### src/kot_pkg.sv
// Shared constants, types and byte decode for the keyword and operator tokenizer.
package kot_pkg;

    localparam int MAX_WORD_DEF  = 9;
    localparam int SEQ_WIDTH_DEF = 32;

    localparam int TEXT_W      = 8;
    localparam int CODE_W      = 5;
    localparam int TOKEN_SEQ_W = 32;
    localparam int KW_COUNT    = 23;
    localparam int KW_MAX_LEN  = 9;

    localparam logic [TEXT_W-1:0] CHAR_EQ      = 8'h3D;
    localparam logic [TEXT_W-1:0] CHAR_PLUS    = 8'h2B;
    localparam logic [TEXT_W-1:0] CHAR_MINUS   = 8'h2D;
    localparam logic [TEXT_W-1:0] CHAR_SPACE   = 8'h20;
    localparam logic [TEXT_W-1:0] CHAR_NEWLINE = 8'h0A;

    localparam logic KIND_OPERATOR = 1'b0;
    localparam logic KIND_KEYWORD  = 1'b1;

    localparam logic [1:0] OP_ASSIGN = 2'd0;
    localparam logic [1:0] OP_PLUS   = 2'd1;
    localparam logic [1:0] OP_MINUS  = 2'd2;

    localparam logic [CODE_W-1:0] OP_CODE_MAX = 5'd2;
    localparam logic [CODE_W-1:0] KW_CODE_MAX = 5'd22;

    // String literals are right-justified, so the first letter is the highest byte.
    localparam logic [KW_MAX_LEN*8-1:0] KW_TEXT [KW_COUNT] = '{
        "function", "return", "namespace", "class", "var", "struct", "enum",
        "public", "private", "static", "abstract", "virtual", "override",
        "if", "else", "elseif", "for", "foreach", "while", "continue",
        "switch", "break", "case"
    };

    localparam logic [3:0] KW_LEN [KW_COUNT] = '{
        4'd8, 4'd6, 4'd9, 4'd5, 4'd3, 4'd6, 4'd4, 4'd6, 4'd7, 4'd6, 4'd8, 4'd7,
        4'd8, 4'd2, 4'd4, 4'd6, 4'd3, 4'd7, 4'd5, 4'd8, 4'd6, 4'd5, 4'd4
    };

    typedef struct packed {
        logic       is_newline;
        logic       is_space;
        logic       is_op;
        logic [1:0] op_code;
    } byte_info_t;

    typedef struct packed {
        logic append;
        logic clear;
    } word_cmd_t;

    function automatic byte_info_t decode_byte(input logic [TEXT_W-1:0] text);
        byte_info_t info;
        info            = '0;
        info.is_newline = (text == CHAR_NEWLINE);
        info.is_space   = (text == CHAR_SPACE);
        case (text)
            CHAR_EQ: begin
                info.is_op   = 1'b1;
                info.op_code = OP_ASSIGN;
            end
            CHAR_PLUS: begin
                info.is_op   = 1'b1;
                info.op_code = OP_PLUS;
            end
            CHAR_MINUS: begin
                info.is_op   = 1'b1;
                info.op_code = OP_MINUS;
            end
            default: begin
                info.is_op   = 1'b0;
                info.op_code = OP_ASSIGN;
            end
        endcase
        return info;
    endfunction

endpackage

### src/kot_word_buf.sv
// Current word storage: bytes, length and overflow flag.
module kot_word_buf import kot_pkg::*; #(
    parameter int MAX_WORD = MAX_WORD_DEF,
    parameter int LEN_W    = $clog2(MAX_WORD + 1)
) (
    input  logic                         aclk,
    input  logic                         aresetn,
    input  word_cmd_t                    cmd,
    input  logic [TEXT_W-1:0]            text_byte,
    output logic [MAX_WORD*TEXT_W-1:0]   word_flat,
    output logic [LEN_W-1:0]             word_len,
    output logic                         word_too_long
);

    localparam int IDX_W = $clog2(MAX_WORD);

    logic [TEXT_W-1:0] word_mem_reg [MAX_WORD];
    logic [LEN_W-1:0]  len_reg, len_next;
    logic              too_long_reg, too_long_next;
    logic              has_room;
    logic              wr_en;

    assign has_room = (len_reg < LEN_W'(MAX_WORD));
    assign wr_en    = cmd.append && has_room;

    always_comb begin
        len_next      = len_reg;
        too_long_next = too_long_reg;
        if (cmd.clear) begin
            len_next      = '0;
            too_long_next = 1'b0;
        end else if (cmd.append) begin
            if (has_room) begin
                len_next = len_reg + LEN_W'(1);
            end else begin
                too_long_next = 1'b1;
            end
        end
    end

    always_ff @(posedge aclk) begin
        if (!aresetn) begin
            len_reg      <= '0;
            too_long_reg <= 1'b0;
        end else begin
            len_reg      <= len_next;
            too_long_reg <= too_long_next;
        end
    end

    always_ff @(posedge aclk) begin
        for (int i = 0; i < MAX_WORD; i++) begin
            if (wr_en && (len_reg[IDX_W-1:0] == IDX_W'(i))) begin
                word_mem_reg[i] <= text_byte;
            end
        end
    end

    always_comb begin
        for (int i = 0; i < MAX_WORD; i++) begin
            word_flat[i*TEXT_W +: TEXT_W] = word_mem_reg[i];
        end
    end

    assign word_len      = len_reg;
    assign word_too_long = too_long_reg;

endmodule

### src/kot_kw_match.sv
// Parallel compare of the current word against the fixed keyword list.
module kot_kw_match import kot_pkg::*; #(
    parameter int MAX_WORD = MAX_WORD_DEF,
    parameter int LEN_W    = $clog2(MAX_WORD + 1)
) (
    input  logic [MAX_WORD*TEXT_W-1:0] word_flat,
    input  logic [LEN_W-1:0]           word_len,
    input  logic                       word_too_long,
    output logic                       kw_hit,
    output logic [CODE_W-1:0]          kw_code
);

    always_comb begin
        logic eq;
        int   pos;
        kw_hit  = 1'b0;
        kw_code = '0;
        for (int k = 0; k < KW_COUNT; k++) begin
            eq = (word_len == LEN_W'(KW_LEN[k]));
            for (int i = 0; i < KW_MAX_LEN; i++) begin
                if (i < int'(KW_LEN[k])) begin
                    pos = int'(KW_LEN[k]) - 1 - i;
                    eq  = eq && (word_flat[i*TEXT_W +: TEXT_W] ==
                                 KW_TEXT[k][pos*TEXT_W +: TEXT_W]);
                end
            end
            // Keywords are distinct, so at most one index is ever ORed in.
            if (eq && !word_too_long) begin
                kw_hit  = 1'b1;
                kw_code = kw_code | CODE_W'(k);
            end
        end
    end

endmodule

### src/keyword_operator_tokenizer.sv
// Top level of the keyword and operator tokenizer.
//
// Usage:
//   Source text enters one byte per beat on the s_ channel (s_valid, s_ready,
//   s_text_byte). Tokens leave on the m_ channel (m_valid, m_ready) with
//   m_token_kind (0 operator, 1 keyword), m_token_code and m_token_seq.
//   An '=', '+' or '-' byte gives an operator token at once; a space gives a
//   keyword token when the word in front of it is a keyword. Newlines, spaces
//   and operators clear the word; other bytes extend it.
//   A byte accepted is held in the input register and decoded from there,
//   and its token is loaded into the output register.
//   Throughput: one byte per cycle unless a waiting token stalls the input, set
//   by the combinational keyword compare that reads the whole word buffer in parallel.
//   Reset clears the word, the token counter and the valid flags of both pipeline registers.
//   When the receiver stalls, the token waits in the output register; a byte
//   that gives no token still passes, and input stalls only when a second
//   token would have to leave while the first is still waiting.
module keyword_operator_tokenizer import kot_pkg::*; #(
    parameter int MAX_WORD  = MAX_WORD_DEF,
    parameter int SEQ_WIDTH = SEQ_WIDTH_DEF
) (
    input  logic                   aclk,
    input  logic                   aresetn,
    input  logic                   s_valid,
    output logic                   s_ready,
    input  logic [TEXT_W-1:0]      s_text_byte,
    output logic                   m_valid,
    input  logic                   m_ready,
    output logic                   m_token_kind,
    output logic [CODE_W-1:0]      m_token_code,
    output logic [TOKEN_SEQ_W-1:0] m_token_seq
);

    localparam int LEN_W = $clog2(MAX_WORD + 1);

    logic                          in_valid_reg, in_valid_next;
    logic [TEXT_W-1:0]             in_byte_reg;
    logic [SEQ_WIDTH-1:0]          seq_reg;
    logic                          out_valid_reg, out_valid_next;
    logic                          out_kind_reg;
    logic [CODE_W-1:0]             out_code_reg;
    logic [TOKEN_SEQ_W-1:0]        out_seq_reg;

    byte_info_t                    info;
    word_cmd_t                     cmd;
    logic [MAX_WORD*TEXT_W-1:0]    word_flat;
    logic [LEN_W-1:0]              word_len;
    logic                          word_too_long;
    logic                          kw_hit;
    logic [CODE_W-1:0]             kw_code;
    logic                          emits;
    logic                          advance;
    logic                          load;
    logic [63:0]                   seq_wide;

    assign info    = decode_byte(in_byte_reg);
    assign emits   = info.is_op || (info.is_space && kw_hit);
    assign advance = in_valid_reg && (!emits || !out_valid_reg || m_ready);
    assign load    = advance && emits;
    assign s_ready = !in_valid_reg || advance;

    assign cmd.clear  = advance && (info.is_newline || info.is_space || info.is_op);
    assign cmd.append = advance && !(info.is_newline || info.is_space || info.is_op);

    kot_word_buf #(
        .MAX_WORD (MAX_WORD),
        .LEN_W    (LEN_W)
    ) u_word_buf (
        .aclk          (aclk),
        .aresetn       (aresetn),
        .cmd           (cmd),
        .text_byte     (in_byte_reg),
        .word_flat     (word_flat),
        .word_len      (word_len),
        .word_too_long (word_too_long)
    );

    kot_kw_match #(
        .MAX_WORD (MAX_WORD),
        .LEN_W    (LEN_W)
    ) u_kw_match (
        .word_flat     (word_flat),
        .word_len      (word_len),
        .word_too_long (word_too_long),
        .kw_hit        (kw_hit),
        .kw_code       (kw_code)
    );

    always_comb begin
        in_valid_next = in_valid_reg;
        if (s_valid && s_ready) begin
            in_valid_next = 1'b1;
        end else if (advance) begin
            in_valid_next = 1'b0;
        end
        out_valid_next = out_valid_reg;
        if (load) begin
            out_valid_next = 1'b1;
        end else if (m_ready) begin
            out_valid_next = 1'b0;
        end
    end

    // The token number is taken to 64 bits first so any counter width up to 64 maps onto the port.
    assign seq_wide = 64'(seq_reg);

    always_ff @(posedge aclk) begin
        if (!aresetn) begin
            in_valid_reg  <= 1'b0;
            out_valid_reg <= 1'b0;
            seq_reg       <= '0;
        end else begin
            in_valid_reg  <= in_valid_next;
            out_valid_reg <= out_valid_next;
            if (load) begin
                seq_reg <= seq_reg + SEQ_WIDTH'(1);
            end
        end
    end

    always_ff @(posedge aclk) begin
        if (s_valid && s_ready) begin
            in_byte_reg <= s_text_byte;
        end
        if (load) begin
            out_kind_reg <= info.is_space ? KIND_KEYWORD : KIND_OPERATOR;
            out_code_reg <= info.is_space ? kw_code : CODE_W'(info.op_code);
            out_seq_reg  <= seq_wide[TOKEN_SEQ_W-1:0];
        end
    end

    assign m_valid      = out_valid_reg;
    assign m_token_kind = out_kind_reg;
    assign m_token_code = out_code_reg;
    assign m_token_seq  = out_seq_reg;

    a_op_code_range: assert property (@(posedge aclk) disable iff (!aresetn)
        (m_valid && (m_token_kind == KIND_OPERATOR)) |-> (m_token_code <= OP_CODE_MAX))
        else $error("operator token carries an out-of-range code");

    a_kw_code_range: assert property (@(posedge aclk) disable iff (!aresetn)
        (m_valid && (m_token_kind == KIND_KEYWORD)) |-> (m_token_code <= KW_CODE_MAX))
        else $error("keyword token carries an out-of-range code");

    a_len_bound: assert property (@(posedge aclk) disable iff (!aresetn)
        word_len <= LEN_W'(MAX_WORD))
        else $error("word length exceeds the buffer depth");

    a_overflow_full: assert property (@(posedge aclk) disable iff (!aresetn)
        word_too_long |-> (word_len == LEN_W'(MAX_WORD)))
        else $error("overflow flag set while the buffer is not full");

    a_seq_step: assert property (@(posedge aclk) disable iff (!aresetn)
        load |=> (seq_reg == $past(seq_reg) + SEQ_WIDTH'(1)))
        else $error("token counter did not advance with a token");

endmodule

### config.mk
export PLATFORM = sky130hd
export DESIGN_NAME = keyword_operator_tokenizer
export DESIGN_NICKNAME = d
export VERILOG_FILES = /design/src/kot_pkg.sv /design/src/kot_word_buf.sv /design/src/kot_kw_match.sv /design/src/keyword_operator_tokenizer.sv
export SDC_FILE = /design/constraint.sdc
export NUM_CORES = 1
export LEC_CHECK = 0
export BUFFER_PORTS_ARGS = -buffer_cell sky130_fd_sc_hd__clkbuf_2
export CORE_ASPECT_RATIO = 1.2
export CORE_MARGIN = 4
export CORE_UTILIZATION = 40
export DETAILED_ROUTE_END_ITERATION = 16
export PLACE_DENSITY = 0.62
export RECOVER_POWER = 100
export SETUP_SLACK_MARGIN = 0.02
export SLEW_MARGIN = 20
export SYNTH_ARGS = -nofsm -noshare
export SYNTH_HDL_FRONTEND = slang
export SYNTH_SLANG_ARGS = --single-unit
### constraint.sdc
create_clock -name aclk -period 4.5 [get_ports aclk]
set_input_delay 0.45 -clock aclk [delete_from_list [all_inputs] [get_ports aclk]]
set_output_delay 0.45 -clock aclk [all_outputs]
set_load 0.05 [all_outputs]
; Word-level counts from Yosys, hierarchy flattened
; Memory sizes are Yosys's and may differ from the RTL's.
; Cells that the tools add are included.
[op_classes]
n_addsub = 2
n_lt_le_gt_ge = 1
n_eq_ne = 91
n_mux = 94
n_bitwise = 2
n_reduce_logical = 193
[ops]
columns = op, n
row1 = $eq 8x7->1 const B, 77
row2 = $logic_and 1x1->1, 168
row3 = $mux 4, 16
row4 = $mux 8, 8
row5 = $reduce_or 8->1, 8
row6 = $mux 1, 55
row7 = $mux 5, 7
row8 = $add 32x1->32 const B, 1
row9 = $eq 8x6->1 const B, 4
row10 = $eq 4x3->1 const B, 4
row11 = $mux 3, 4
row12 = $pmux 3 s3, 1
row13 = $eq 4x2->1 const B, 2
row14 = $eq 4x4->1 const B, 2
row15 = $eq 8x4->1 const B, 1
row16 = $logic_or 1x1->1, 6
row17 = $mux 2, 3
row18 = $logic_not 1->1, 5
row19 = $add 4x1->4 const B, 1
row20 = $eq 4x1->1 const B, 1
row21 = $logic_not 4->1, 1
row22 = $lt 4x4->1 const B, 1
row23 = $reduce_and 2->1, 2
row24 = $reduce_bool 2->1, 2
row25 = other kinds (2), 3
[word_totals]
register_bits = 85
ramBits = 72
input_bits = 12
output_inout_bits = 40
n_memories = 1
[mem_list]
columns = name, depth, width, rd, rd_ports_with_merged_regs, wr, line_no
row1 = u_word_buf.word_mem_reg, 9, 8, 9, 0, 1, kot_word_buf.sv:17  ; logic [TEXT_W-1:0] word_mem_reg [MAX_WORD];

; Logic depth before layout (Yosys ltp)
; Gate-level depths: netlist of the first run.
; An unclocked memory read counts as a cell.
[logic_depth]
depth_word = 54
depth_mapped = 12
ltp_nobuf = 10

; Hierarchy
; A second synthesis of the first run with hierarchy kept.
[unflattened]
cells_unflattened = 614
hier_area_um2 = 7295.7
[modules_own_cells]
columns = mod, n_inst, cells_per_inst, area_each_um2, seq_area_each_um2
row1 = keyword_operator_tokenizer, 1, 277, 3198.1, 2062.0
row2 = kot_word_buf, 1, 117, 2534.9, 2262.2
row3 = kot_kw_match, 1, 220, 1562.7, 0.0

; Worst setup path before layout of the first run
; No wires, ideal clock.
[synth_timing]
kind = reg2reg
start = mem u_word_buf.word_mem_reg[3][4], in the netlist u_word_buf.word_mem_reg[0][28]
end = reg out_code_reg[0], in the netlist m_token_code[0] (enable)
setup_time_ps = 439
t_arrival_ps = 4147
t_required_ps = 4061
setup_slack_ps = -87
stages_incl_launch_ff = 9
path_buffers = 1
synth_period_minus_slack_ps = 4587
cell_sequence = edfxtp_1 > nand4bb_4 > or4_1 > or4b_1 > and2_1 > o2111a_2 > and4_4 > buf_6 > nor2_1
[synth_lines]
columns = item, line_no
row1 = start: declaration, kot_word_buf.sv:17
row2 = end signal: assignment, keyword_operator_tokenizer.sv:127  ; out_code_reg <= info.is_space ? kw_code : CODE_W'(info.op_code);
row3 = end: declaration, keyword_operator_tokenizer.sv:41  ; logic [CODE_W-1:0] out_code_reg;

; Worst setup path after layout of the first run
[layout_timing]
start = reg u_word_buf.too_long_reg, in the netlist u_word_buf.word_too_long
end = out s_ready
[layout_via]
elab_chain_cells = 32
[layout_lines]
columns = item, line_no
row1 = start: declaration, kot_word_buf.sv:19  ; logic too_long_reg, too_long_next;
row2 = start signal: assignment, kot_word_buf.sv:47  ; too_long_reg <= too_long_next;
row3 = $logic_not 1->1 (*), kot_kw_match.sv:28  ; if (eq && !word_too_long) begin
row4 = $logic_and 1x1->1, kot_kw_match.sv:28
row5 = $mux 1 (22 in series), kot_kw_match.sv:28
row6 = $mux 1 (*), kot_kw_match.sv:28
row7 = $logic_and 1x1->1 (*), keyword_operator_tokenizer.sv:57  ; assign emits = info.is_op || (info.is_space && kw_hit);
row8 = $logic_or 1x1->1 (*), keyword_operator_tokenizer.sv:57
row9 = $logic_not 1->1 (*), keyword_operator_tokenizer.sv:58  ; assign advance = in_valid_reg && (!emits || !out_valid_reg || m_ready);
row10 = $logic_or 1x1->1 (*) (2 in series), keyword_operator_tokenizer.sv:58
row11 = $logic_and 1x1->1 (*), keyword_operator_tokenizer.sv:58
row12 = $logic_or 1x1->1 (*), keyword_operator_tokenizer.sv:60  ; assign s_ready = !in_valid_reg || advance;
row13 = end: declaration, keyword_operator_tokenizer.sv:25  ; output logic s_ready,
; Every way passes the cells marked *; elsewhere a longest branch is shown, timed or not.

==> impl_metrics.yaml, run 1 <==
pwr:
  p_per_area_nw_per_um2: 341
  p_seq_share_pct: 54.5
  sw_frac_of_total_pct: 21.6
  p_clk_share_pct: 42.6
  p_int_w: 0.00229
  worst_ir_drop_vdd_mv: 0.232
  pwr-share-comb_pct: 2.9
  power_switching_w: 0.000632
  leakage_nw: 2.59
place:
  dp_hpwl_um: 17900
  io_buffers: 51
  gp_congestion: 0.974
  dpl-instance-area_sq_um: 8180
  pre_cts_ws_ns: 0.721
  dp.cells: 954
setup_path:
  critPathKind: "flip-flop to primary output"
  cp.required_ns: 4.05
  cp.arrival_ns: 3.88
  cp-start-kind: "flip-flop"
  critPathMaxFanout: 9
  crit_path_end_kind: "primary output"
clock_tree:
  cts_tree: "built"
  clkLatencyLatePin_ns: 0.42
  cts_sinks: 157
  cts_hold_buf: 0
  clockBufferDepth: 2
  ctsResizeCount: 0
  h-tree-depth: 4
  cts-buffers-inserted: 17
  postCtsSetupRepairBufs: 0
  clkSlewWorstSetupHoldPaths_ns: 0.06
  cts-root-buf: "clkbuf_16"
synth:
  synth.avg_cell_area_sq_um: 11.5
  synth.mux.area_fraction_pct: 0.533
  synth_compound_gate_area_share_pct: 8.05
  async_flop_share_pct: 0
  ys_ff_latch: 157
  syn_nets: 668
  synth_xor_area_share_pct: 0.116
  synth_cell_types: 64
  synthAdderAreaFrac_pct: 0.832
  synth_top_family_by_area: "simple AND/OR/NAND/NOR gates"
  synth_warnings: 0
  mappedNetlistArea_sq_um: 7520
  synth_ff_type: "edfxtp_1"
  synth-simple-area-share_pct: 30.6
  ys_seq_area_share_pct: 57.5
  synthCells: 651
  synth_edf_count: 118
global_route:
  grt_use_total_pct: 22.8
  grt_pass1_vias: 6098
  antenna_found_initial: 0
  grt_pass1_wl_um: 36300
  grt_max_degree: 41
  grt_overflow: 0
final_layout:
  largest_reg_flops: 72
  final_cell_mix: "118 x edfxtp_1, 53 x clkbuf_1, 43 x nand2_1, 39 x dfxtp_1, 34 x nand4_1"
  stdcell_count: 986
  final_area_sq_um: 8580
  num_antenna_cells: 0
  layout.nets: 738
  nFillCells: 1707
  area_delta_synth_final_pct: 14.1
  layout_commonest_cell: "edfxtp_1"
  drive_gt1_share_pct: 8.72
timing:
  rsz0062_at_grt: "false"
  max_freq_mhz: 231
  worstMarginPinSlew_ns: 1.05
  hold_viol: 0
  tns_ns: 0
  fin_crit_sh_pct: 96.2
  slew_viol_final: 0
  layout_setup_ws_ns: 0.170
  setup_violations: 0
  hold_slack_ns: 0.205
  finClkSkew_ns: 0.00833
  timing.slew.headroom_pct: 30.0
  min_period_ns: 4.33
route:
  ant_nets: 0
  drc: 0
  drt_first_pass_iters: 5
  post_drt_wl_per_cell_um: 24.3
  viasPerCell: 6.27
  num_vias: 6181
  totalWireLength_um: 24000
  initialDrtViolationCount: 568
floorplanning:
  die_h_um: 158
  die_x_um: 133
  start_util_pct: 41.1
  core_area_sq_um: 18300
  row_count: 54
  die_area_sq_um: 21100
  io_pins: 52
status:
  outcome: "finished clean"
hold_path:
  hold_class: "input pin to flip-flop"
job:
  cap_violations: 0
-- area by class of cell --
type	instances	area, sq um	share of cell area [%]
well taps	252	315	3.68
inverters	22	82.6	0.963
clock inverters	13	76.3	0.890
flip-flops and latches	157	4320	50.4
clock buffers	19	433	5.05
repair buffers	73	324	3.78
multi-input cells	450	3020	35.2
-- routing by layer --
metal	share of wire [%]	routed length, um	track usage [%]	vias to the layer above
met5	0	0	0	-
met1	40	9540	27.9	3075
met3	7.6	1820	5.94	76
met4	5.2	1240	12.3	0
met2	47	11400	37.2	282
li1	-	-	-	2748
-- synth_stat cells (all sizes together) (3+ instances only) --
cell | instances | area [sq um]
a21oi | 29 | 145
a31o | 5 | 43.8
and2 | 10 | 62.6
and3 | 13 | 81.3
and3b | 4 | 35.0
and4 | 9 | 81.3
and4b | 3 | 30.0
buf | 4 | 26.3
clkbuf | 18 | 67.6
dfxtp | 39 | 781
edfxtp | 118 | 3540
ha | 5 | 62.6
inv | 22 | 82.6
mux2i | 4 | 40.0
nand2 | 43 | 161
nand2b | 16 | 100
nand3 | 20 | 100
nand3b | 9 | 67.6
nand4 | 34 | 213
nand4b | 16 | 140
nand4bb | 9 | 118
nor2 | 32 | 120
nor2b | 9 | 56.3
nor3 | 19 | 95.1
nor3b | 7 | 52.6
nor4 | 28 | 175
nor4b | 12 | 105
nor4bb | 17 | 170
o21a | 5 | 37.5
o21ai | 14 | 70.1
o31ai | 9 | 67.6
o41ai | 3 | 26.3
or3 | 8 | 50.1
or3b | 3 | 26.3
or4 | 18 | 135
or4b | 6 | 60.1
or4bb | 3 | 33.8
-- power by group through the flow --
stage	Combinational (W)	Sequential, W	Clock, W
after floorplan	0.0000368	0.00162	0
after global placement	0.0000873	0.00162	0
after detailed placement	0.0000884	0.00162	0
after CTS	0.0000888	0.00159	0.00127
after global routing	0.0000900	0.00159	0.00133
final	0.0000838	0.00159	0.00124
-- metrics by stage --
step	total power, W	utilization [%]
floorplan	0.00166	-
global placement	0.00171	44.7
detailed placement	0.00171	44.7
CTS	0.00295	47.5
global route	0.00301	46.8
finish	0.00292	46.8
-- final timing paths --
kind	endpoint	start	cells after the start	slack, ns
worst max-delay path	s_ready	u_word_buf.word_too_long$_SDFFE_PP0P_	8	0.17
worst min-delay path	in_byte_reg[3]$_DFFE_PP_	s_text_byte[3]	1	0.20
worst max register to register	m_token_seq[14]$_DFFE_PP_	u_word_buf.word_too_long$_SDFFE_PP0P_	8	0.30
worst min register to register	m_token_seq[11]$_DFFE_PP_	seq_reg[11]$_SDFFE_PN0P_	0	0.46
-- kinds of logic after synthesis --
group | after synthesis
compound gates | 89
xor+xnor | 1
fa+ha+maj | 5
buf+inv | 44
mux | 4
simple gates | 351
flops | 157
-- critical path, stage by stage (launching register included) --
cell	delay, ns
dfxtp_1	0.48
nor3b_1	0.60
nand4_1	0.48
nor4_1	0.64
a22oi_1	0.22
o2111a_1	0.22
a41oi_2	0.38
nand3_1	0.17
clkbuf_2	0.27
No activity file was read; power rests on OpenSTA's default activity.
==> run 2: changes to the inputs <==
--- a/config.mk
+++ b/config.mk
@@ -8,12 +8,12 @@
 export BUFFER_PORTS_ARGS = -buffer_cell sky130_fd_sc_hd__clkbuf_2
 export CORE_ASPECT_RATIO = 1.2
 export CORE_MARGIN = 4
-export CORE_UTILIZATION = 40
+export CORE_UTILIZATION = 55
 export DETAILED_ROUTE_END_ITERATION = 16
-export PLACE_DENSITY = 0.62
+export PLACE_DENSITY_LB_ADDON = 0.3
 export RECOVER_POWER = 100
 export SETUP_SLACK_MARGIN = 0.02
-export SLEW_MARGIN = 20
+export SLEW_MARGIN = 30
 export SYNTH_ARGS = -nofsm -noshare
 export SYNTH_HDL_FRONTEND = slang
 export SYNTH_SLANG_ARGS = --single-unit
==> impl_metrics.yaml, run 2 (same netlist as run 1, synthesis figures left out) <==
floorplanning:
  row_count: 46
  core_area_sq_um: 13300
  start_util_pct: 56.5
  io_pins: 52
  die_h_um: 136
  die_x_um: 115
  die_area_sq_um: 15600
timing:
  tns_ns: 0
  fin_crit_sh_pct: 93.4
  finClkSkew_ns: 0.0118
  timing.slew.headroom_pct: 29.7
  worstMarginPinSlew_ns: 1.05
  min_period_ns: 4.20
  hold_viol: 0
  slew_viol_final: 0
  rsz0062_at_grt: "false"
  setup_violations: 0
  max_freq_mhz: 238
clock_tree:
  cts-root-buf: "clkbuf_16"
  cts_tree: "built"
  cts_sinks: 157
  h-tree-depth: 4
  clkLatencyLatePin_ns: 0.43
  clkSlewWorstSetupHoldPaths_ns: 0.07
  cts_hold_buf: 0
  clockBufferDepth: 2
  cts-buffers-inserted: 17
setup_path:
  startpoint: "u_word_buf.word_mem_reg[0][44]$_DFFE_PP_"
  r2r-end: "seq_reg[12]$_SDFFE_PN0P_"
  rr_startpoint: "u_word_buf.word_mem_reg[0][44]$_DFFE_PP_"
  ff2ff_path_depth: 10
  cp.arrival_ns: 4.54
  critPathMaxFanout: 20
  cp-start-kind: "flip-flop"
  critPathKind: "flip-flop to flip-flop"
  cp.required_ns: 4.84
  regToRegSetupSlack_ns: 0.30
  crit_end: "seq_reg[12]$_SDFFE_PN0P_"
  crit_path_end_kind: "flip-flop"
global_route:
  antenna_found_initial: 0
  grt_overflow: 0
  grt_max_degree: 32
  grt_pass1_vias: 6166
  grt_use_total_pct: 32.2
  grt_pass1_wl_um: 37100
job:
  cap_violations: 0
pwr:
  pwr-share-comb_pct: 2.7
  p_int_w: 0.00234
  leakage_nw: 2.67
  worst_ir_drop_vdd_mv: 0.314
  power_switching_w: 0.000751
  p_seq_share_pct: 51.5
  p_clk_share_pct: 45.9
  p_per_area_nw_per_um2: 360
  total_power_w: 0.00309
  sw_frac_of_total_pct: 24.3
final_layout:
  largest_reg_flops: 72
  num_antenna_cells: 0
  layout_commonest_cell: "edfxtp_1"
  drive_gt1_share_pct: 10.3
  layout.nets: 744
  area_delta_synth_final_pct: 14.1
  final_cell_mix: "118 x edfxtp_1, 53 x clkbuf_1, 43 x nand2_1, 39 x dfxtp_1, 34 x nand4_1"
route:
  drt_first_pass_iters: 6
  initialDrtViolationCount: 738
  viasPerCell: 7.05
  drc: 0
  post_drt_wl_per_cell_um: 27.1
  totalWireLength_um: 24600
  num_vias: 6403
  ant_nets: 0
status:
  outcome: "finished clean"
hold_path:
  hold_class: "input pin to flip-flop"
place:
  io_buffers: 51
  dp_hpwl_um: 17600
  gp_congestion: 1.04
[run 2: cell count changes in the layout (fill, tap and decap cells not counted), sizes merged]
| cell | previous run | this run |
|---|---|---|
| inv | 23 | 29 |
| clkinvlp | 3 | 0 |
| buf | 8 | 13 |
| clkinv | 9 | 8 |
| clkbuf | 84 | 83 |
[run 2: worst min path at each step]
stage,start,end,slack (ns),cells after the start
5_1_grt,s_text_byte[6],in_byte_reg[6]$_DFFE_PP_,0.18,1
3_5_place_dp,seq_reg[18]$_SDFFE_PN0P_,m_token_seq[18]$_DFFE_PP_,0.44,0
6_report,s_text_byte[3],in_byte_reg[3]$_DFFE_PP_,0.19,1
3_3_place_gp,seq_reg[18]$_SDFFE_PN0P_,m_token_seq[18]$_DFFE_PP_,0.43,0
2_1_floorplan,seq_reg[31]$_SDFFE_PN0P_,m_token_seq[31]$_DFFE_PP_,0.42,0
4_1_cts,s_text_byte[3],in_byte_reg[3]$_DFFE_PP_,0.18,1
[run 2: final cells by class]
type | instances | area [sq um]
fillers | 1055 | 4710
flip-flops and latches | 157 | 4320
multi-input cells | 450 | 3010
clock buffers | 17 | 425
repair buffers | 79 | 359
well taps | 168 | 210
clock inverters | 15 | 168
inverters | 22 | 82.6
[run 2: repair_timing]
item,in CTS,in global routing
setup endpoints to repair,0,1
buffers inserted,0,2
resized for setup,0,0
[run 2: critical path: stages (launching register included)]
cell and delay (ns):
edfxtp_1 0.47, nor4bb_1 0.64, nand4_1 0.36, or4b_1 0.57
and2_1 0.18, o2111a_1 0.31, a41oi_2 0.19, buf_4 0.17
clkbuf_1 0.71, nand4b_1 0.22, a21oi_1 0.27
[run 2: metrics by stage]
| step | utilization (%) | instances | hold slack, ns | setup slack (ns) | instance area [sq um] |
|---|---|---|---|---|---|
| 6_report | 64.5 | 908 | 0.189 | 0.298 | 8580 |
| 5_1_grt | 64.5 | 908 | 0.178 | 0.105 | 8580 |
| 4_1_cts | 65.3 | 906 | 0.183 | 0.295 | 8690 |
| 3_5_place_dp | 60.9 | 874 | 0.440 | 0.758 | 8090 |
| 3_3_place_gp | 60.9 | 874 | 0.435 | 0.831 | 8090 |
| 2_1_floorplan | - | 651 | 0.421 | 0.592 | 7520 |
[run 2: power groups by stage]
| stage | registers, W | clock network, W | logic, W |
|---|---|---|---|
| floorplan | 0.00162 | 0 | 0.0000368 |
| global placement | 0.00162 | 0 | 0.0000824 |
| detailed placement | 0.00162 | 0 | 0.0000848 |
| CTS | 0.00159 | 0.00142 | 0.0000849 |
| global route | 0.00159 | 0.00149 | 0.0000880 |
| finish | 0.00159 | 0.00142 | 0.0000819 |
[run 2: per-layer routing]
| layer | GRT usage [%] | up-vias | part of all wire (%) | routed length, um |
|---|---|---|---|---|
| li1 | - | 2773 | - | - |
| met1 | 40.4 | 3085 | 37 | 8990 |
| met2 | 51.9 | 449 | 48 | 11900 |
| met3 | 6.23 | 96 | 8.9 | 2180 |
| met4 | 18.7 | 0 | 6.3 | 1550 |
| met5 | 0 | - | 0 | 0 |
